**config.mk**
```make
export PLATFORM = sky130hd
export DESIGN_NAME = osw_ram
export DESIGN_NICKNAME = d
export VERILOG_FILES = /design/src/rtl/osw_pkg.sv /design/src/rtl/osw_ram.sv
export SDC_FILE = /design/constraint.sdc
export NUM_CORES = 1
export LEC_CHECK = 0
export BUFFER_PORTS_ARGS = -buffer_cell sky130_fd_sc_hd__buf_2
export CAP_MARGIN = 20
export CORE_ASPECT_RATIO = 1.5
export CORE_MARGIN = 3
export CORE_UTILIZATION = 63
export DETAILED_ROUTE_END_ITERATION = 8
export PLACE_DENSITY = 0.8
export SYNTH_ARGS = -nofsm -noshare
export SYNTH_HDL_FRONTEND = slang
export SYNTH_SLANG_ARGS = --single-unit
```
**constraint.sdc**
```tcl
create_clock -name clk_i -period 2.92 [get_ports clk_i]
set_clock_uncertainty 0.05 [all_clocks]
set_input_delay 0.584 -clock clk_i [delete_from_list [all_inputs] [get_ports clk_i]]
set_output_delay 0.584 -clock clk_i [all_outputs]
set_load 0.02 [all_outputs]
```
**src/rtl/osw_pkg.sv**
```systemverilog
// Shared constants, types and state codes of the ordered-sum ways counter.
`default_nettype none

package osw_pkg;

  // Default depth of the part store and default largest target of the ways table.
  localparam int unsigned MaxPartsDef  = 64;
  localparam int unsigned MaxTargetDef = 1024;

  // Fixed field widths.
  localparam int unsigned PartW   = 16;
  localparam int unsigned TargetW = 11;
  localparam int unsigned WaysW   = 32;
  // Wide enough for any part value and any table index, plus one bit.
  localparam int unsigned WideW   = 17;

  // Sequencer states.
  typedef enum logic [1:0] {
    ST_LOAD,
    ST_RUN,
    ST_DRAIN,
    ST_EMIT
  } osw_state_e;

  // Result handed from the sequencer to the output register.
  typedef struct packed {
    logic             valid;
    logic [WaysW-1:0] ways;
    logic             ovf;
  } res_t;

endpackage

`default_nettype wire

```
**src/rtl/osw_ram.sv**
```systemverilog
// Simple dual-port synchronous RAM with one write port and a registered read port.
`default_nettype none

module osw_ram import osw_pkg::*; #(
  parameter int unsigned DEPTH = MaxPartsDef,
  parameter int unsigned DW    = PartW,
  parameter int unsigned AW    = (DEPTH > 1) ? $clog2(DEPTH) : 1
) (
  input  wire logic          clk_i,
  input  wire logic          we_i,
  input  wire logic [AW-1:0] waddr_i,
  input  wire logic [DW-1:0] wdata_i,
  input  wire logic [AW-1:0] raddr_i,
  output logic      [DW-1:0] rdata_o
);

  logic [DW-1:0] mem [DEPTH];
  logic [DW-1:0] rdata_q;

  // Write port.
  always_ff @(posedge clk_i) begin
    if (we_i) begin
      mem[waddr_i] <= wdata_i;
    end
  end

  // Registered read port.
  always_ff @(posedge clk_i) begin
    rdata_q <= mem[raddr_i];
  end

  assign rdata_o = rdata_q;

endmodule

`default_nettype wire

```
# Yosys cells after proc, flatten, opt, wreduce, memory -nomap -nowiden

Memories as Yosys holds them, arrays and structs flattened. A register that Yosys moved wholly into a read port is not among the register bits.
Cells that the tools add are included.

Multiplexer cells: 2

Operator list:

| cell   | count |
|---|---|
| $mux 1 | 2 |

Memories kept: 1
Output and inout port bits: 16
Bits in writable memories: 1024
Flip-flop bits (word level): 0
Bits of input ports: 30
Logic and storage cells: 3

Memory list:

| memory | words | width | rd ports | clocked after Yosys merged registers in | wr ports | RTL line      | text |
|---|---|---|---|---|---|---|---|
| mem    | 64    | 16    | 1        | 1                                       | 1        | osw_ram.sv:17 | `logic [DW-1:0] mem [DEPTH];` |

# Longest topological paths before layout

Depth in word-level cells: 2
Mapped depth: 10
Gate-level depth less buffers: 5

# Least setup slack after synthesis

OpenSTA, ideal clock, no wires.

Path type: in2reg
Start point: input waddr_i[3]
End point: memory mem[48][0] (netlist name) (enable)
Stages: 4
Setup time: 0.409 ns
Arrival time: 2.210 ns
Slack: 0.251 ns
Required time: 2.461 ns
Path buffers: 1
Cell sequence: clkbuf_1 > nor2b_1 > nand4b_1 > nor3_1

RTL lines:

| what               | RTL line      | text |
|---|---|---|
| start: declaration | osw_ram.sv:11 | `input wire logic [AW-1:0] waddr_i,` |
| end: declaration   | osw_ram.sv:17 |  |

Straight into the memory's write port.

==> impl_results.md <==
* Outcome: completed
* Core area at roughly 0.063 mm2
* Final wirelength at around 99,000 um
* Mapped Cells at around 1,800
* Standby leakage power at ~15 nW
* CP startpoint kind: input pin
* # DRC at 0
* Die Wd at around 210 um
* Via count at around 20,000
* Syn Nets at around 1,900
* Post-CTS sizing at 0
* Tot GR Track Use at 0.304
* Fin. max-slew vios at 0
* Final Hold Fails at 0
* Largest net degree at the start of global routing at 65
* Initial antenna violation count at 7
* CTS H-tree lvls at 3
* Placed insts at 2,769
* Nets at approximately 2,100
* Yosys cell types at 43
* Max-cap viol count at 0
* CTS Buf Count at 87
* I/O pin count at 46
* Post-CTS setup buffer count at 0
* Post-route ant nets at 0
* Buffers on Ports at between 40 and 50
* First-pass GRT wire length at approximately 140,000 um
* Sequential area share after synthesis at 0.776
* Mean Syn Cell Area at between 20 and 25 um2
* Power density over the cells at roughly 660 mW/mm2
* Post-synth EDFFs at 1,024
* Achievable Freq at 0.414 GHz
* Worst VDD drop at 0.000398 V
* DRT Pass-1 Iters at 6
* Most frequent cell after synthesis: edfxtp_1
* CP Data Arrival Time at 2.89 ns
* Ys async rst share at 0
* Hold/Removal Path Class: in -> reg
* Layout cells sized above 1 at 0.293
* Max FO, Critical Path at 26
* R2R cell count at 5
* Clock Sinks at about 1,000
* Wire per inst at 33.6 um
* TNS Setup at 0 ns
* Initial Utilization at 0.639
* TritonCTS clock tree: built
* R2R Setup Slk at approximately 0.69 ns
* R2r startpoint: mem[14][5]$_DFFE_PP_
* Die area at roughly 0.067 mm2
* Flop pwr share at 0.557
* CP endpoint kind: register
* RSZ-0062 raised after global routing: no
* CP Class: in -> reg
* Clk root buf: clkbuf_16
* Clock power share at 0.387
* Number of DRC markers in iteration 0 at approximately 2,800
* Worst slew pin tran at ~0.91 ns
* Sink of the worst hold path: mem[2][6]$_DFFE_PP_
* Switching share of power at 0.209
* Pint at 23.6 mW
* Overflow after GRT at 0
* Area delta synth->final at 12.8%
* Post-synth top area cell: edfxtp_1
* Clock Path Buffers at 3
* Fin util at 0.721
* Yosys warns at 0
* Hold path depth at 1
* Synth top area share at 0.768
* Max-Slew Margin vs Limit at 0.395
* HPWL Detailed at 60,800 um
* Final number of setup-violating endpoints at 0
* Vias in the first global route at ~21,000
* Reg2reg end: rdata_o[5]$_DFF_P_
* Most used DFF post-synth: edfxtp_1
* Die height at between 300 and 400 um
* DR vias/cell at a little under 7
* Hold_buf cts at 0
* Post-route clock period utilization at 0.827
* Tmin final at around 2.4 ns
* Synth cell count leaders: edfxtp_1 (1,024), mux4_2 (220), mux2i_1 (85)
* Comb pwr share at 0.057
* Top cells by area, synth: edfxtp_1 (77%), mux4_2 (12%), mux2i_1 (2.1%), dfxtp_1 (0.80%), mux2_2 (0.76%)
* Non-filler cells, final at between 2,000 and 3,000
* Clock slew at reported path FFs at 0.06 ns
* Seq cells post-synth at between 1,000 and 1,500
* Worst skew pair latency at around 0.64 ns
* Rows at 112
* GPL Wtd Cong at between 0.8 and 0.9
* Hold path start: wdata_i[6]
* Mapped cell area at 0.0400 mm2
* Switching power at 6.23 mW
* Critical Path RT at 3.39 ns
==> worst max-delay path, stage by stage <==
cell     delay, ns
buf_6         0.36
buf_12        0.24
buf_4         0.18
mux4_2        0.31
mux2_2        0.32
nand2_1       0.08
nand4_1       0.44
and4_1        0.36
==> cell type report <==
class	instances	area, um2
Sequential cell	1040	31100
Multi-Input combinational cell	685	8250
Clock buffer	115	2420
Fill cell	3341	17500
Antenna cell	6	15.0
Timing Repair Buffer	246	2010
Clock inverter	47	404
Tap cell	798	998
==> power groups by stage <==
stage	Clock [mW]	Sequential [mW]	Combinational [mW]
after floorplan	0	16.9	0.856
after global placement	0	16.9	1.62
after CTS	11.6	16.6	1.68
after global routing	12.1	16.6	1.77
after detailed placement	0	16.9	1.67
final	11.5	16.6	1.70
==> sequential cells by signal, summed over array words and instances, names as in the netlist <==
name,cells
rdata_o,16
mem,1024
==> cell families (layout without fill, tap and decap cells) <==
logic type / after synthesis / after routing / synth area share
other: 0 / 6 / 0
buffers and inverters: 104 / 408 / 0.0183
AO/OA/AOI/OAI: 129 / 129 / 0.0241
multiplexers: 336 / 336 / 0.155
AND/OR/NAND/NOR: 220 / 220 / 0.0265
flip-flops: 1040 / 1040 / 0.776
==> cell usage in the layout (no fill, tap or decap), types with 12 or more instances in the layout <==
cell type  instances
a21oi_1           17
a221oi_1          16
a22oi_1           39
buf_12            20
buf_2             42
buf_4            181
clkbuf_1          20
clkbuf_16         92
clkinv_1          18
clkinv_2          13
dfxtp_1           16
edfxtp_1        1024
mux2_2            27
mux2i_1           85
mux4_2           220
nand2_1           59
nand3_1           24
nand4_1           12
nor2_1            72
nor2b_1           30
==> how the worst max path moves through the flow <==
stage          slack (ns)  startpoint  cells past startpoint                    to
2_1_floorplan        0.25  waddr_i[3]                      4  mem[48][0]$_DFFE_PP_
3_3_place_gp        -0.11  raddr_i[1]                      8    rdata_o[5]$_DFF_P_
3_5_place_dp        -0.17  raddr_i[2]                      8    rdata_o[9]$_DFF_P_
4_1_cts              0.51  raddr_i[1]                      8    rdata_o[5]$_DFF_P_
5_1_grt              0.46  raddr_i[1]                      8    rdata_o[5]$_DFF_P_
6_report             0.50  raddr_i[1]                      8    rdata_o[5]$_DFF_P_
==> metrics by stage <==
step / instance area (um2) / hold slack (ns) / setup WS, ns / total power, mW
2_1_floorplan: 40000 / 0.633 / 0.251 / 17.8
3_3_place_gp: 42300 / 0.822 / -0.114 / 18.5
3_5_place_dp: 42300 / 0.845 / -0.165 / 18.6
4_1_cts: 45100 / 0.252 / 0.507 / 29.9
5_1_grt: 45200 / 0.272 / 0.462 / 30.4
6_report: 45200 / 0.264 / 0.505 / 29.8
==> layer usage <==
layer / share of wire / global-route usage / wire [um]
met5: 0.00033 / 0 / 33
met1: 0.33 / 0.386 / 32600
met2: 0.51 / 0.508 / 50200
met3: 0.098 / 0.0548 / 9680
met4: 0.063 / 0.163 / 6240
Note: power is estimated with default switching activity, not from simulation.
