[src/rtl/osw_pkg.sv]
// Shared constants, types and state codes of the ordered-sum ways counter.
`default_nettype none

package osw_pkg;

  // Default depth of the part store and default largest target of the ways table.
  localparam int unsigned MaxPartsDef  = 64;
  localparam int unsigned MaxTargetDef = 1024;

  // Fixed field widths.
  localparam int unsigned PartW   = 16;
  localparam int unsigned TargetW = 11;
  localparam int unsigned WaysW   = 32;
  // Wide enough for any part value and any table index, plus one bit.
  localparam int unsigned WideW   = 17;

  // Sequencer states.
  typedef enum logic [1:0] {
    ST_LOAD,
    ST_RUN,
    ST_DRAIN,
    ST_EMIT
  } osw_state_e;

  // Result handed from the sequencer to the output register.
  typedef struct packed {
    logic             valid;
    logic [WaysW-1:0] ways;
    logic             ovf;
  } res_t;

endpackage

`default_nettype wire

[src/rtl/osw_ctrl.sv]
// Sequencer: loads parts, then fills the ways table entry by entry through the two RAMs.
`default_nettype none

module osw_ctrl import osw_pkg::*; #(
  parameter int unsigned MAX_PARTS  = MaxPartsDef,
  parameter int unsigned MAX_TARGET = MaxTargetDef,
  parameter int unsigned PIdxW      = (MAX_PARTS > 1) ? $clog2(MAX_PARTS) : 1,
  parameter int unsigned CountW     = $clog2(MAX_PARTS + 1),
  parameter int unsigned TabAW      = $clog2(MAX_TARGET + 1)
) (
  input  wire logic             clk_i,
  input  wire logic             rst_ni,
  // Input requests.
  input  wire logic             in_valid_i,
  output logic                  in_stall_o,
  input  wire logic [PartW-1:0] part_value_i,
  input  wire logic             last_part_i,
  // Saturated target and output register status.
  input  wire logic [TabAW-1:0] goal_i,
  input  wire logic             out_free_i,
  // Part store port.
  output logic                  part_we_o,
  output logic      [PIdxW-1:0] part_waddr_o,
  output logic      [PartW-1:0] part_wdata_o,
  output logic      [PIdxW-1:0] part_raddr_o,
  input  wire logic [PartW-1:0] part_rdata_i,
  // Ways table port.
  output logic                  tab_we_o,
  output logic      [TabAW-1:0] tab_waddr_o,
  output logic      [WaysW-1:0] tab_wdata_o,
  output logic      [TabAW-1:0] tab_raddr_o,
  input  wire logic [WaysW-1:0] tab_rdata_i,
  // Finished result.
  output res_t                  res_o
);

  osw_state_e        state_q, state_d;
  logic [CountW-1:0] count_q, count_d;
  logic              ovf_q, ovf_d;
  logic [TabAW-1:0]  goal_q, goal_d;
  logic [TabAW-1:0]  idx_q, idx_d;
  logic [CountW-1:0] j_q, j_d;
  logic [WaysW-1:0]  acc_q, acc_d;
  logic              s1_vld_q, s1_vld_d;
  logic              s2_vld_q, s2_vld_d;

  logic              accept;
  logic              store_full;
  logic [WideW-1:0]  part_wide;
  logic [WideW-1:0]  idx_wide;
  logic [WideW-1:0]  diff_wide;
  logic              hit;

  // Requests are taken only while loading, which is exactly when stall is low.
  assign accept     = in_valid_i && (state_q == ST_LOAD);
  assign store_full = (count_q >= CountW'(MAX_PARTS));

  // First pipeline stage: the stored part is back, form the table address i - v.
  assign part_wide   = WideW'(part_rdata_i);
  assign idx_wide    = WideW'(idx_q);
  assign diff_wide   = idx_wide - part_wide;
  assign hit         = (part_wide != '0) && (part_wide <= idx_wide);
  assign tab_raddr_o = TabAW'(diff_wide);

  // Next state, memory requests and result.
  always_comb begin
    state_d      = state_q;
    count_d      = count_q;
    ovf_d        = ovf_q;
    goal_d       = goal_q;
    idx_d        = idx_q;
    j_d          = j_q;
    acc_d        = acc_q + (s2_vld_q ? tab_rdata_i : '0);
    s1_vld_d     = 1'b0;
    s2_vld_d     = s1_vld_q && hit;
    in_stall_o   = 1'b1;
    part_we_o    = 1'b0;
    part_waddr_o = PIdxW'(count_q);
    part_wdata_o = part_value_i;
    part_raddr_o = PIdxW'(j_q);
    tab_we_o     = 1'b0;
    tab_waddr_o  = idx_q;
    tab_wdata_o  = acc_q;
    res_o.valid  = 1'b0;
    res_o.ways   = acc_q;
    res_o.ovf    = ovf_q;

    unique case (state_q)
      ST_LOAD: begin
        in_stall_o = 1'b0;
        if (accept) begin
          if (store_full) begin
            ovf_d = 1'b1;
          end else begin
            part_we_o = 1'b1;
            count_d   = count_q + CountW'(1);
          end
          if (last_part_i) begin
            // Entry zero counts the empty sequence.
            tab_we_o    = 1'b1;
            tab_waddr_o = '0;
            tab_wdata_o = WaysW'(1);
            goal_d      = goal_i;
            idx_d       = TabAW'(1);
            j_d         = '0;
            if (goal_i == '0) begin
              acc_d   = WaysW'(1);
              state_d = ST_EMIT;
            end else begin
              acc_d   = '0;
              state_d = ST_RUN;
            end
          end
        end
      end

      ST_RUN: begin
        // Issue one part read per cycle.
        s1_vld_d = 1'b1;
        j_d      = j_q + CountW'(1);
        if ((j_q + CountW'(1)) >= count_q) begin
          state_d = ST_DRAIN;
        end
      end

      ST_DRAIN: begin
        // Once the pipeline is empty, the sum of entry i is complete.
        if (!s1_vld_q && !s2_vld_q) begin
          tab_we_o = 1'b1;
          if (idx_q == goal_q) begin
            state_d = ST_EMIT;
          end else begin
            idx_d   = idx_q + TabAW'(1);
            j_d     = '0;
            acc_d   = '0;
            state_d = ST_RUN;
          end
        end
      end

      ST_EMIT: begin
        if (out_free_i) begin
          res_o.valid = 1'b1;
          count_d     = '0;
          ovf_d       = 1'b0;
          state_d     = ST_LOAD;
        end
      end

      default: begin
        state_d = ST_LOAD;
      end
    endcase
  end

  // Control registers.
  always_ff @(posedge clk_i or negedge rst_ni) begin
    if (!rst_ni) begin
      state_q  <= ST_LOAD;
      count_q  <= '0;
      ovf_q    <= 1'b0;
      s1_vld_q <= 1'b0;
      s2_vld_q <= 1'b0;
    end else begin
      state_q  <= state_d;
      count_q  <= count_d;
      ovf_q    <= ovf_d;
      s1_vld_q <= s1_vld_d;
      s2_vld_q <= s2_vld_d;
    end
  end

  // Working registers.
  always_ff @(posedge clk_i) begin
    goal_q <= goal_d;
    idx_q  <= idx_d;
    j_q    <= j_d;
    acc_q  <= acc_d;
  end

endmodule

`default_nettype wire

[config.mk]
export PLATFORM = sky130hd
export DESIGN_NAME = osw_ctrl
export DESIGN_NICKNAME = d
export VERILOG_FILES = /design/src/rtl/osw_pkg.sv /design/src/rtl/osw_ctrl.sv
export SDC_FILE = /design/constraint.sdc
export NUM_CORES = 1
export LEC_CHECK = 0
export BUFFER_PORTS_ARGS = -buffer_cell sky130_fd_sc_hd__buf_2
export CAP_MARGIN = 20
export CORE_UTILIZATION = 47
export CTS_CLUSTER_SIZE = 8
export DETAILED_ROUTE_END_ITERATION = 12
export PLACE_DENSITY = 0.87
export SLEW_MARGIN = 20
export SYNTH_ARGS = -nofsm -noshare
export SYNTH_HDL_FRONTEND = slang
export SYNTH_SLANG_ARGS = --single-unit
[constraint.sdc]
create_clock -name clk_i -period 2.7 [get_ports clk_i]
set_input_delay 0.54 -clock clk_i [delete_from_list [all_inputs] [get_ports clk_i]]
set_output_delay 0.54 -clock clk_i [all_outputs]
set_load 0.01 [all_outputs]
; ---- Word-level counts from Yosys, hierarchy flattened
; Index checks and enable logic that the tools add are counted.
[totals]
inputBits = 80
ff_bits = 73
output_inout_bits = 119
wordCells = 97
[classes]
reduce_logical = 18
n_eq_ne = 12
addsub = 5
n_mux = 50
magnitude_cmp = 3
[op_table]
columns = cell, count
row1 = $mux 32, 8
row2 = $mux 11, 7
row3 = $pmux 32 s2, 1
row4 = $mux 7, 7
row5 = $add 32x32->32, 1
row6 = $pmux 11 s2, 1
row7 = $pmux 7 s3, 1
row8 = $reduce_bool 17->1, 1
row9 = $le 16x11->1, 1
row10 = $ne 2x2->1 const B, 8
row11 = $reduce_and 5->1, 3
row12 = $add 7x1->7 const B, 2
row13 = $mux 1, 14
row14 = $mux 2, 7
row15 = $pmux 7 s2, 1
row16 = $add 11x1->11 const B, 1
row17 = $eq 11x11->1, 1
row18 = $logic_not 11->1, 1
row19 = $sub 11x11->11, 1
row20 = $pmux 2 s4, 1
row21 = $reduce_and 4->1, 2
row22 = $ge 7x7->1, 1
row23 = $ge 7x7->1 const B, 1
row24 = $eq 2x2->1 const B, 2
row25 = other kinds (8), 14

; ---- Logic depth before layout (Yosys ltp)
; Gate-level depths: netlist of run 1.
[depth]
word_depth = 5
depth_mapped = 11
ltp_nobuf = 10

; ---- Worst setup path before layout of run 1
; No wires, ideal clock.
[synth_path]
path_kind = register -> register
startpoint = reg s2_vld_q
endpoint = reg acc_q[26]
period_less_slack_ns = 2.753
setup_time_ns = 0.115
path_stages_with_launch = 12
slack_ns = -0.053
path_buffers = 1
arrival_time_ns = 2.637
cell_sequence = dfrtp_1 clkbuf_1 and2_1 ha_1 fa_1 a211oi_1 nor3_1 o221ai_1 o21a_1 o31ai_2 mux2i_1 and3_1
[synth_between]
elab_chain_cells = 5
elab_cells_between_ends = 9
[synth_lines]
columns = element, line
row1 = from (decl), osw_ctrl.sv:45  ; logic s2_vld_q, s2_vld_d;
row2 = from (signal assigned), osw_ctrl.sv:169  ; s2_vld_q <= s2_vld_d;
row3 = $mux 32, osw_ctrl.sv:73  ; acc_d = acc_q + (s2_vld_q ? tab_rdata_i : '0);
row4 = $add 32x32->32, osw_ctrl.sv:73
row5 = "$mux 32, on equally long branches", "osw_ctrl.sv:130, osw_ctrl.sv:98"
row6 = "$mux 32, on equally long branches", "osw_ctrl.sv:128, osw_ctrl.sv:91"
row7 = $pmux 32 s2 *, osw_ctrl.sv:88  ; unique case (state_q)
row8 = net acc_d[26], osw_ctrl.sv:43  ; logic [WaysW-1:0] acc_q, acc_d;
row9 = to (signal assigned), osw_ctrl.sv:178  ; acc_q <= acc_d;
row10 = to (decl), osw_ctrl.sv:43
; The timed path passes the listed nets; every way through them passes the cells marked *.
; A chain may end at the register's enable or synchronous reset.

; ---- Worst setup path after layout of run 1
[layout_path]
startpoint = reg idx_q[0]
endpoint = out tab_raddr_o[10]
[layout_between]
elab_chain_cells = 1
[layout_lines]
columns = element, line
row1 = from (decl), osw_ctrl.sv:41  ; logic [TabAW-1:0] idx_q, idx_d;
row2 = from (signal assigned), osw_ctrl.sv:176  ; idx_q <= idx_d;
row3 = $sub 11x11->11, osw_ctrl.sv:61  ; assign diff_wide = idx_wide - part_wide;
row4 = to (decl), osw_ctrl.sv:31  ; output logic [TabAW-1:0] tab_raddr_o,
; No other way between the ends.

==> metrics.md, run 1 <==
| Metric | Value |
|---|---|
| Comb pwr share | `0.508` |
| Layout cells sized above 1 | `0.3519` |
| Initial antenna violation count | `1` |
| Root buffer selected by CTS | `clkbuf_16` |
| Final hold vios | `0` |
| Setup violations, final | `3` |
| Num CTS Buffers | `9` |
| Post-synthesis async set-or-reset flop share | `0.1644` |
| First-pass GRT wire length | `26.17 mm` |
| Drt first-iter violations | `370` |
| Post-Layout Cell Count | `1107` |
| Total gr overflow | `0` |
| Clock skew | `0.007494 ns` |
| CP required | `2.16 ns` |
| Top-count cell post-synth | `nor2_1` |
| #FFs+latches synth | `73` |
| Share of total power in sequential cells | `0.285` |
| Fin nets | `1074` |
| Fraction of the yosys area taken by sequential cells | `0.3000` |
| Status | `finished, violations left` |
| Area growth syn-to-layout | `33.55%` |
| Util after Layout | `0.6416` |
| Ranking of synthesized cells by area | `edfxtp_1 (14%), ha_1 (13%), dfxtp_1 (11%), xnor2_1 (5.8%), dfrtp_1 (5.0%)` |
| Power density over the cells | `732.2 nW/um^2` |
| Port Buffers | `166` |
| Met1 usage | `0.2993` |
| Drt wl/cell | `15.82 um` |
| Design Area, Final | `8064 um^2` |
| Mean area per synthesized cell | `8.422 um^2` |
| Total GRT Usage | `0.2548` |
| Setup ws final | `-0.07015 ns` |
| Failing checks | `negative setup slack` |
| Pin count of the biggest net entering global routing | `39` |
| Sw frac | `0.4029` |
| Leakage power | `4.006 nW` |
| CP max FO | `2` |
| Placed Area | `7448 um^2` |
| GRT met2 Usage | `0.4499` |
| Clk_lat worst skew | `0.34 ns` |
| Max Cap Viol | `0` |
| Initial Utilization | `0.4804` |
| Cell Area, Synth | `6038 um^2` |
| Clk sink count | `73` |
| Vias | `6082` |
| Most used routing layer | `met2` |
| Met3 usage | `0.04533` |
| Period utilization | `1.026` |
| CTS tree | `yes` |
| Worst-Margin Slew | `0.4137 ns` |
| Top cell type's share of synthesized area | `0.1442` |
| Chip height | `115.3 um` |
| Fmax achieved | `0.3610 GHz` |
| Ant. Diodes | `0` |
| Shortest period the worst path allows | `2.770 ns` |
| Kind of start point of the critical path | `register` |
| Cells after synthesis | `717` |
| Die area | `13300 um^2` |
| Vias per cell | `5.494` |
| Worst-path clk slew | `0.06 ns` |
| Post-Place Cells | `1084` |
| Vias in the first global route | `5659` |
| CP endpoint kind | `primary output` |
| Worst Setup Path Type | `reg2out` |
| Yosys cell types | `57` |
| Hold Buf Count CTS | `0` |
| Die width | `115.3 um` |
| Syn nets | `861` |
| Main synth FF type | `dfxtp_1` |
| Hold Slack | `0.07550 ns` |
| Final wirelength | `17.51 mm` |
| Core area | `12570 um^2` |
| RSZ-0062 raised after global routing | `true` |
| Clk pwr share | `0.207` |
| Most frequent cells after synthesis | `nor2_1 (74), ha_1 (62), a21oi_1 (44)` |
| Int Power | `3.526 mW` |
| H-tree levels | `3` |
| HP Class | `in2async` |
| CP arrival | `2.23 ns` |
| Clock buffer depth | `2` |
| Slew headroom | `0.7242` |
| Placement Rows | `41` |
| Antenna viol nets, final | `0` |
| Yosys top cell by area | `edfxtp_1` |
| Sw power | `2.379 mW` |
| Dpl hpwl | `13.40 mm` |
| Post-synth EDFFs | `29` |
| GP Congestion | `0.9403` |
| Max-slew violations | `0` |
| Peak VDD IR | `0.3585 mV` |
| First-pass DRT Iterations | `5` |
| Drt drc | `0` |
| Yosys warns | `0` |
| Ports | `199` |
power groups by stage:
stage                     sequential, mW  clock [mW]  combinational (mW)
after floorplan                     1.65           0                1.81
after global placement              1.68           0                2.68
after detailed placement            1.69           0                2.78
after CTS                           1.67        1.23                2.88
after global routing                1.71        1.27                3.30
final                               1.68        1.22                3.00
stage by stage:
stage	total power, mW	TNS [ns]	setup WS [ns]
4_1_cts	5.782	-0.1922	-0.1265
5_1_grt	6.280	-0.8097	-0.1572
3_3_place_gp	4.358	-1.125	-0.1709
6_report	5.904	-0.08464	-0.07015
2_1_floorplan	3.454	0	0.003250
3_5_place_dp	4.471	-2.663	-0.2826
final timing paths:
check                                             from                endpoint  slack (ns)  cells past startpoint
worst max-delay path            idx_q[0]$_SDFFCE_PN1P_         tab_raddr_o[10]       -0.07                     11
worst min-delay path                            rst_ni  count_q[2]$_DFFE_PN0P_        0.08                      1
worst max register to register      s2_vld_q$_DFF_PN0_       acc_q[31]$_DFF_P_        0.01                     10
worst min register to register       ovf_q$_DFFE_PN0P_       ovf_q$_DFFE_PN0P_        0.55                      2
max in group asynchronous                       rst_ni      s2_vld_q$_DFF_PN0_        2.38                      1
min in group clk_i                           goal_i[5]     goal_q[5]$_DFFE_PP_        0.39                      1
worst max-delay path: stages, from the launching register on:
cell and delay [ns]:
edfxtp_1 0.36, inv_2 0.06, ha_4 0.16, fa_2 0.35, nor2b_2 0.14, o21ai_2 0.08
a21oi_2 0.16, a211oi_2 0.05, o21bai_1 0.17, a21oi_2 0.08, xnor2_1 0.13, buf_2 0.15
final cells by class:
type / instances / area [um^2]
Tap cell: 172 / 215.2
Clock buffer: 9 / 225.2
Fill cell: 1012 / 4504
Inverter: 42 / 157.7
Clock inverter: 7 / 78.83
Sequential cell: 73 / 1813
Timing Repair Buffer: 250 / 1490
Multi-Input combinational cell: 554 / 4084
what timing repair did:
action | in CTS | in global routing
pin swaps | 13 | 18
endpoints found under the setup margin | 12 | 21
gates resized for setup | 28 | 29
buffers inserted | 5 | 3
cells in the final DEF, fill, tap and decap left out, types with 8 or more instances in the layout:
cell type | synthesis | layout
nand3_1 | 22 | 22
dfrtp_1 | 12 | 11
clkbuf_16 | 0 | 9
nor2b_1 | 40 | 37
nand4_1 | 12 | 12
xnor2_1 | 40 | 39
edfxtp_1 | 29 | 29
xor2_1 | 14 | 14
ha_4 | 0 | 12
nand2_1 | 42 | 41
buf_4 | 29 | 81
o21ai_0 | 25 | 17
and3_1 | 13 | 13
inv_1 | 42 | 40
a21o_1 | 24 | 24
and2_1 | 40 | 37
buf_2 | 0 | 166
a21oi_1 | 44 | 38
o21bai_1 | 9 | 8
nor3_1 | 11 | 10
dfxtp_1 | 32 | 32
ha_1 | 62 | 49
nor2_1 | 74 | 72
state kept, by name (all words and copies together) (netlist names):
register / cells
ovf_q: 1
count_q: 7
s2_vld_q: 1
j_q: 7
goal_q: 11
idx_q: 11
acc_q: 32
s1_vld_q: 1
state_q: 2
kinds of logic (layout without fill, tap and decap cells):
logic type	Yosys count	after routing	synth area share
AOI/OAI and AO/OA	148	148	0.1612
xor gates and xnor gates	54	54	0.07833
adders and majority gates	64	64	0.1351
buffers and inverters	90	308	0.07397
DFF	73	73	0.3000
muxes	8	8	0.01388
and+or+nand+nor	280	280	0.2375
layer usage:
layer  up-vias  wire (um)
met2       273       8740
met5         -         13
met4         2        535
met1      2857       7125
li1       2890          -
met3        60       1095
Note: power is estimated with default switching activity, not from simulation.
==> run 2, diff against run 1 <==
==> constraint.sdc (replaced) <==
create_clock -name clk_i -period 2.7 [get_ports clk_i]
set_input_delay 0.54 -clock clk_i [delete_from_list [all_inputs] [get_ports clk_i]]
set_output_delay 0.54 -clock clk_i [all_outputs]
set_load 0.1 [all_outputs]
==> metrics.md, run 2 (same netlist as run 1, synthesis figures left out) <==
| Metric | Value |
|---|---|
| Status | `finished, violations left (unchanged)` |
| Failing checks | `negative setup slack (unchanged)` |
| Post-Place Cells | `1099 (was 1084)` |
| Root buffer selected by CTS | `clkbuf_16 (unchanged)` |
| Worst-path clk slew | `0.06 ns (about the same)` |
| CP max FO | `2 (unchanged)` |
| Pin count of the biggest net entering global routing | `33 (was 39)` |
| CP arrival | `2.38 ns (was 2.23 ns)` |
| Ports | `199 (unchanged)` |
| Total GRT Usage | `0.2648 (was 0.2548)` |
| Hold Buf Count CTS | `0 (unchanged)` |
| First-pass GRT wire length | `27.34 mm (was 26.17 mm)` |
| Fmax achieved | `0.3420 GHz (was 0.3610 GHz)` |
| Max Cap Viol | `0 (unchanged)` |
| Drt drc | `0 (unchanged)` |
| GP Congestion | `0.9267 (was 0.9403)` |
| R2r setup slk | `-0.08 ns (was 0.01 ns)` |
| Clk sink count | `73 (unchanged)` |
| Final wirelength | `17.54 mm (was 17.51 mm)` |
| CTS tree | `yes (unchanged)` |
| Max-slew violations | `0 (unchanged)` |
| Layout cells sized above 1 | `0.4463 (was 0.3519)` |
| Clk_lat worst skew | `0.34 ns (about the same)` |
| H-tree levels | `3 (unchanged)` |
| Area growth syn-to-layout | `42.48% (was 33.55%)` |
| Top flop regs | `acc_q (32), goal_q (11), idx_q (11) (unchanged)` |
| Vias per cell | `5.398 (was 5.494)` |
| Placement Rows | `41 (unchanged)` |
| Num CTS Buffers | `9 (unchanged)` |
| Clk pwr share | `0.120 (was 0.207)` |
| Drt wl/cell | `15.63 um (was 15.82 um)` |
| Peak VDD IR | `1.009 mV (was 0.3585 mV)` |
| RSZ-0062 raised after global routing | `true (unchanged)` |
| Leakage power | `4.191 nW (was 4.006 nW)` |
| Ant. Diodes | `0 (unchanged)` |
| Slew headroom | `0.6634 (was 0.7242)` |
| Largest register by flop count | `acc_q (unchanged)` |
| Total gr overflow | `0 (unchanged)` |
| Power density over the cells | `1071 nW/um^2 (was 732.2 nW/um^2)` |
| Clock buffer depth | `2 (unchanged)` |
| Shortest period the worst path allows | `2.924 ns (was 2.770 ns)` |
| Setup ws final | `-0.2243 ns (was -0.07015 ns)` |
| Setup violations, final | `7 (was 3)` |
| Int Power | `4.105 mW (was 3.526 mW)` |
| Die area | `13300 um^2 (unchanged)` |
| Core area | `12570 um^2 (unchanged)` |
| Post-Layout Cell Count | `1122 (was 1107)` |
| Initial Utilization | `0.4804 (unchanged)` |
| Final hold vios | `0 (unchanged)` |
| Sw power | `5.111 mW (was 2.379 mW)` |
| Vias | `6056 (was 6082)` |
| Util after Layout | `0.6845 (was 0.6416)` |
| Vias in the first global route | `5709 (was 5659)` |
| CP endpoint kind | `primary output (unchanged)` |
| First-pass DRT Iterations | `6 (was 5)` |
| Comb pwr share | `0.699 (was 0.508)` |
| Initial antenna violation count | `1 (unchanged)` |
| Commonest non-fill, non-tap cell in the layout | `buf_2 (unchanged)` |
| Crit-path cells | `inv_2 -> ha_4 -> fa_2 -> nor2b_2 -> o21ai_2 -> a21oi_2 -> a211oi_2 -> o21bai_1 -> a21oi_2 -> xnor2_4 -> buf_12 (was inv_2 -> ha_4 -> fa_2 -> nor2b_2 -> o21ai_2 -> a21oi_2 -> a211oi_2 -> o21bai_1 -> a21oi_2 -> xnor2_1 -> buf_2)` |
| Share of total power in sequential cells | `0.181 (was 0.285)` |
| Kind of start point of the critical path | `register (unchanged)` |
| Antenna viol nets, final | `0 (unchanged)` |
| Worst-Margin Slew | `0.5084 ns (was 0.4137 ns)` |
| CP max stage cell | `edfxtp_1 (unchanged)` |
| Port Buffers | `166 (unchanged)` |
| Dpl hpwl | `13.39 mm (was 13.40 mm)` |
| Hold Slack | `0.07083 ns (was 0.07550 ns)` |
| Most frequent cell on the critical path | `a21oi_2 (unchanged)` |
| Die width | `115.3 um (unchanged)` |
| Drt first-iter violations | `384 (was 370)` |
| CP required | `2.16 ns (about the same)` |
| Most frequent cells in the layout | `buf_2 (157), buf_4 (94), nor2_1 (61), ha_1 (51), nand2_1 (42) (was buf_2 (166), buf_4 (81), nor2_1 (72), ha_1 (49), nand2_1 (41))` |
| HP Class | `in2async (unchanged)` |
| Fin nets | `1089 (was 1074)` |
| Fill cells | `938 (was 1012)` |
| Period utilization | `1.083 (was 1.026)` |
| Sw frac | `0.5546 (was 0.4029)` |
| Worst Setup Path Type | `reg2out (unchanged)` |
| Clock skew | `0.004883 ns (was 0.007494 ns)` |
| Chip height | `115.3 um (unchanged)` |
| CP peak stage delay | `0.40 ns (was 0.36 ns)` |
| Largest register FFs | `32 (unchanged)` |
run 2: layout make-up:
class	count	area, um^2	area share
Multi-Input combinational cell	554	4355	0.5063
Sequential cell	73	1837	0.2135
Timing Repair Buffer	265	1754	0.2039
Clock buffer	9	225.2	0.02618
Tap cell	172	215.2	0.02501
Inverter	42	168.9	0.01963
Clock inverter	7	47.55	0.005526
run 2: layer usage:
layer	track usage	part of all wire	vias up	routed length, um
met5	0	0.00097	-	17
li1	-	-	2930	-
met4	0.08485	0.020	2	351
met1	0.3314	0.43	2846	7527
met3	0.04797	0.054	35	955
met2	0.4599	0.50	243	8691
run 2: worst paths after layout:
check | start | endpoint | depth (start not counted)
worst max-delay path | idx_q[0]$_SDFFCE_PN1P_ | tab_raddr_o[10] | 11
worst min-delay path | rst_ni | count_q[0]$_DFFE_PN0P_ | 1
worst max register to register | s2_vld_q$_DFF_PN0_ | acc_q[31]$_DFF_P_ | 10
worst min register to register | ovf_q$_DFFE_PN0P_ | ovf_q$_DFFE_PN0P_ | 2
max in group asynchronous | rst_ni | s2_vld_q$_DFF_PN0_ | 1
min in group clk_i | goal_i[0] | goal_q[0]$_DFFE_PP_ | 1
run 2: worst max-delay path: cells and delay by family (launching register included):
| family | cells | cell delay [ns] |
|---|---|---|
| compound gates | 5 | 0.81 |
| flops | 1 | 0.40 |
| fa+ha+maj | 2 | 0.35 |
| buf+inv | 2 | 0.28 |
| xor+xnor | 1 | 0.16 |
| simple gates | 1 | 0.05 |
run 2: power by group through the flow:
stage                     Combinational, mW  Sequential, mW  Clock (mW)
after global routing                   6.77            1.70        1.18
after floorplan                        4.67            1.79           0
final                                  6.44            1.67        1.10
after global placement                 6.13            1.67           0
after CTS                              6.38            1.67        1.11
after detailed placement               6.24            1.68           0
run 2: repair_timing:
action,4_1_cts,5_1_grt
pin swaps,17,11
setup buffers,2,4
gates cloned,0,1
setup endpoints to repair,18,38
endpoints found under the hold margin,0,0
gates resized for setup,31,22
run 2: through the flow:
stage          worst slack, ns  instance area (um^2)  TNS [ns]  total power [mW]
2_1_floorplan          -0.3638                  6436    -2.796             6.459
3_3_place_gp           -0.2235                  8041    -2.076             7.799
3_5_place_dp           -0.2616                  8041    -2.870             7.915
4_1_cts                -0.2329                  8477   -0.7638             9.158
5_1_grt                -0.3397                  8603    -1.755             9.647
6_report               -0.2243                  8603   -0.8788             9.216
==> run 3, diff against run 2 <==
==> constraint.sdc (replaced) <==
create_clock -name clk_i -period 2.7 [get_ports clk_i]
set_input_delay 0.135 -clock clk_i [delete_from_list [all_inputs] [get_ports clk_i]]
set_output_delay 0.135 -clock clk_i [all_outputs]
set_load 0.1 [all_outputs]
==> metrics.md, run 3 (same netlist as run 1, synthesis figures left out) <==
| Metric | Value |
|---|---|
| Placement Rows | `41 (unchanged)` |
| Clk sink count | `73 (unchanged)` |
| Vias | `5883 (was 6056)` |
| Power density over the cells | `1053 nW/um^2 (was 1071 nW/um^2)` |
| Crit-path cells | `buf_4 -> and2_1 -> ha_1 -> nand2_1 -> or4_4 -> o21bai_4 -> o211ai_4 -> a21oi_2 -> o31ai_2 -> mux2_1 (was inv_2 -> ha_4 -> fa_2 -> nor2b_2 -> o21ai_2 -> a21oi_2 -> a211oi_2 -> o21bai_1 -> a21oi_2 -> xnor2_4 -> buf_12)` |
| H-tree levels | `3 (unchanged)` |
| Kind of start point of the critical path | `register (unchanged)` |
| Largest register FFs | `32 (unchanged)` |
| Setup violations, final | `1 (was 7)` |
| Ports | `199 (unchanged)` |
| Post-Place Cells | `1055 (was 1099)` |
| Antenna viol nets, final | `0 (unchanged)` |
| Die area | `13300 um^2 (unchanged)` |
| Vias per cell | `5.457 (was 5.398)` |
| Drt drc | `0 (unchanged)` |
| Initial antenna violation count | `0 (was 1)` |
| Setup TNS | `-0.03548 ns (was -0.8788 ns)` |
| HP Class | `in2reg (was in2async)` |
| Final hold vios | `0 (unchanged)` |
| Commonest non-fill, non-tap cell in the layout | `buf_2 (unchanged)` |
| Post-Layout Cell Count | `1078 (was 1122)` |
| Ant. Diodes | `0 (unchanged)` |
| CP required | `2.92 ns (was 2.16 ns)` |
| Period utilization | `1.013 (was 1.083)` |
| CP peak stage delay | `0.51 ns (was 0.40 ns)` |
| Fin nets | `1045 (was 1089)` |
| Dpl hpwl | `13.03 mm (was 13.39 mm)` |
| RSZ-0062 raised after global routing | `true (unchanged)` |
| Peak VDD IR | `1.015 mV (was 1.009 mV)` |
| Root buffer selected by CTS | `clkbuf_16 (unchanged)` |
| Leakage power | `3.965 nW (was 4.191 nW)` |
| CP max FO | `5 (was 2)` |
| Vias in the first global route | `5421 (was 5709)` |
| Total GRT Usage | `0.2537 (was 0.2648)` |
| Top flop regs | `acc_q (32), goal_q (11), idx_q (11) (unchanged)` |
| CTS tree | `yes (unchanged)` |
| Port Buffers | `166 (unchanged)` |
| Initial Utilization | `0.4804 (unchanged)` |
| Final wirelength | `17.11 mm (was 17.54 mm)` |
| Pin count of the biggest net entering global routing | `27 (was 33)` |
| Worst Setup Path Type | `reg2reg (was reg2out)` |
| Largest register by flop count | `acc_q (unchanged)` |
| CP max stage cell | `or4_4 (was edfxtp_1)` |
| Max Cap Viol | `0 (unchanged)` |
| GP Congestion | `0.9403 (was 0.9267)` |
| Layout cells sized above 1 | `0.3929 (was 0.4463)` |
| Max-slew violations | `0 (unchanged)` |
| Chip height | `115.3 um (unchanged)` |
| First-pass GRT wire length | `26.45 mm (was 27.34 mm)` |
| Shortest period the worst path allows | `2.735 ns (was 2.924 ns)` |
| Num CTS Buffers | `9 (unchanged)` |
| Die width | `115.3 um (unchanged)` |
| Core area | `12570 um^2 (unchanged)` |
| Drt first-iter violations | `311 (was 384)` |
| First-pass DRT Iterations | `7 (was 6)` |
| Clock skew | `0.008520 ns (was 0.004883 ns)` |
| Setup ws final | `-0.03548 ns (was -0.2243 ns)` |
| Total gr overflow | `0 (unchanged)` |
| Most frequent cells in the layout | `buf_2 (160), nor2_1 (70), buf_4 (48), ha_1 (47) (was buf_2 (157), buf_4 (94), nor2_1 (61), ha_1 (51), nand2_1 (42))` |
| Slew headroom | `0.6708 (was 0.6634)` |
| Failing checks | `negative setup slack (unchanged)` |
| Fmax achieved | `0.3656 GHz (was 0.3420 GHz)` |
| CP endpoint kind | `register (was primary output)` |
| Clk_lat worst skew | `0.34 ns (about the same)` |
| Util after Layout | `0.6472 (was 0.6845)` |
| Area growth syn-to-layout | `34.71% (was 42.48%)` |
| Clock buffer depth | `2 (unchanged)` |
| CP arrival | `2.96 ns (was 2.38 ns)` |
| Worst-Margin Slew | `0.4972 ns (was 0.5084 ns)` |
| Worst-path clk slew | `0.06 ns (about the same)` |
| Drt wl/cell | `15.87 um (was 15.63 um)` |
| Status | `finished, violations left (unchanged)` |
run 3: changes by cell type in the layout (fill, tap and decap cells not counted), moves of 5 or more:
cell	delta
nor2b_2	-6
nor2_1	+9
ha_2	+5
buf_4	-46
nor2_2	-8
nor2b_1	+7
run 3: layout make-up:
type | count | area [um^2]
clock inverters | 3 | 41.29
fillers | 1033 | 4434
multi-input cells | 554 | 4259
flip-flops and latches | 73 | 1837
inverters | 42 | 157.7
repair buffers | 221 | 1374
well taps | 172 | 215.2
clock buffers | 13 | 250.2
run 3: through the flow:
step | setup slack, ns | power [mW] | area (um^2) | hold WS (ns)
2_1_floorplan | -0.4968 | 6.200 | 6250 | -0.1606
6_report | -0.03548 | 8.566 | 8134 | 0.006061
3_3_place_gp | 0.02287 | 7.229 | 7488 | 0.03527
3_5_place_dp | -0.1481 | 7.297 | 7488 | 0.03642
5_1_grt | -0.1037 | 8.992 | 8134 | 0.002839
4_1_cts | 0.002833 | 8.526 | 7863 | 0.003115
run 3: layer usage:
layer | global-route usage | vias up | share of wire
li1 | - | 2840 | -
met1 | 0.3378 | 2773 | 0.44
met2 | 0.4200 | 234 | 0.49
met3 | 0.03901 | 36 | 0.053
met4 | 0.08398 | 0 | 0.024
met5 | 0 | - | 0
run 3: worst max-delay path: cells and delay by family, from the launching register on:
family,cells,cell delay [ns]
adder cells (fa/ha/maj),1,0.29
buffers and inverters,1,0.17
AO/OA/AOI/OAI,4,0.65
AND/OR/NAND/NOR,3,0.74
multiplexers,1,0.34
flip-flops,1,0.44
run 3: final timing paths:
check	depth (start not counted)	slack, ns	startpoint	end
max in group asynchronous	2	2.25	rst_ni	s2_vld_q$_DFF_PN0_
min reg2reg	2	0.53	ovf_q$_DFFE_PN0P_	ovf_q$_DFFE_PN0P_
min in group asynchronous	2	0.21	rst_ni	s2_vld_q$_DFF_PN0_
max reg2reg	10	-0.04	s2_vld_q$_DFF_PN0_	acc_q[31]$_DFF_P_
min	1	0.006	goal_i[3]	goal_q[3]$_DFFE_PP_
max	10	-0.04	s2_vld_q$_DFF_PN0_	acc_q[31]$_DFF_P_
run 3: where the power goes:
| part | switching [mW] | internal, mW |
|---|---|---|
| logic | 4.12 | 1.53 |
| registers | 0.268 | 1.45 |
| clock network | 0.452 | 0.739 |
run 3: timing repair:
| item | 4_1_cts | 5_1_grt |
|---|---|---|
| buffers inserted | 0 | 3 |
| gates cloned | 0 | 1 |
| hold buffers | 3 | 0 |
| pin swaps | 2 | 19 |
| resized for setup | 12 | 57 |
| setup endpoints to repair | 13 | 18 |
| hold endpoints to repair | 14 | 0 |
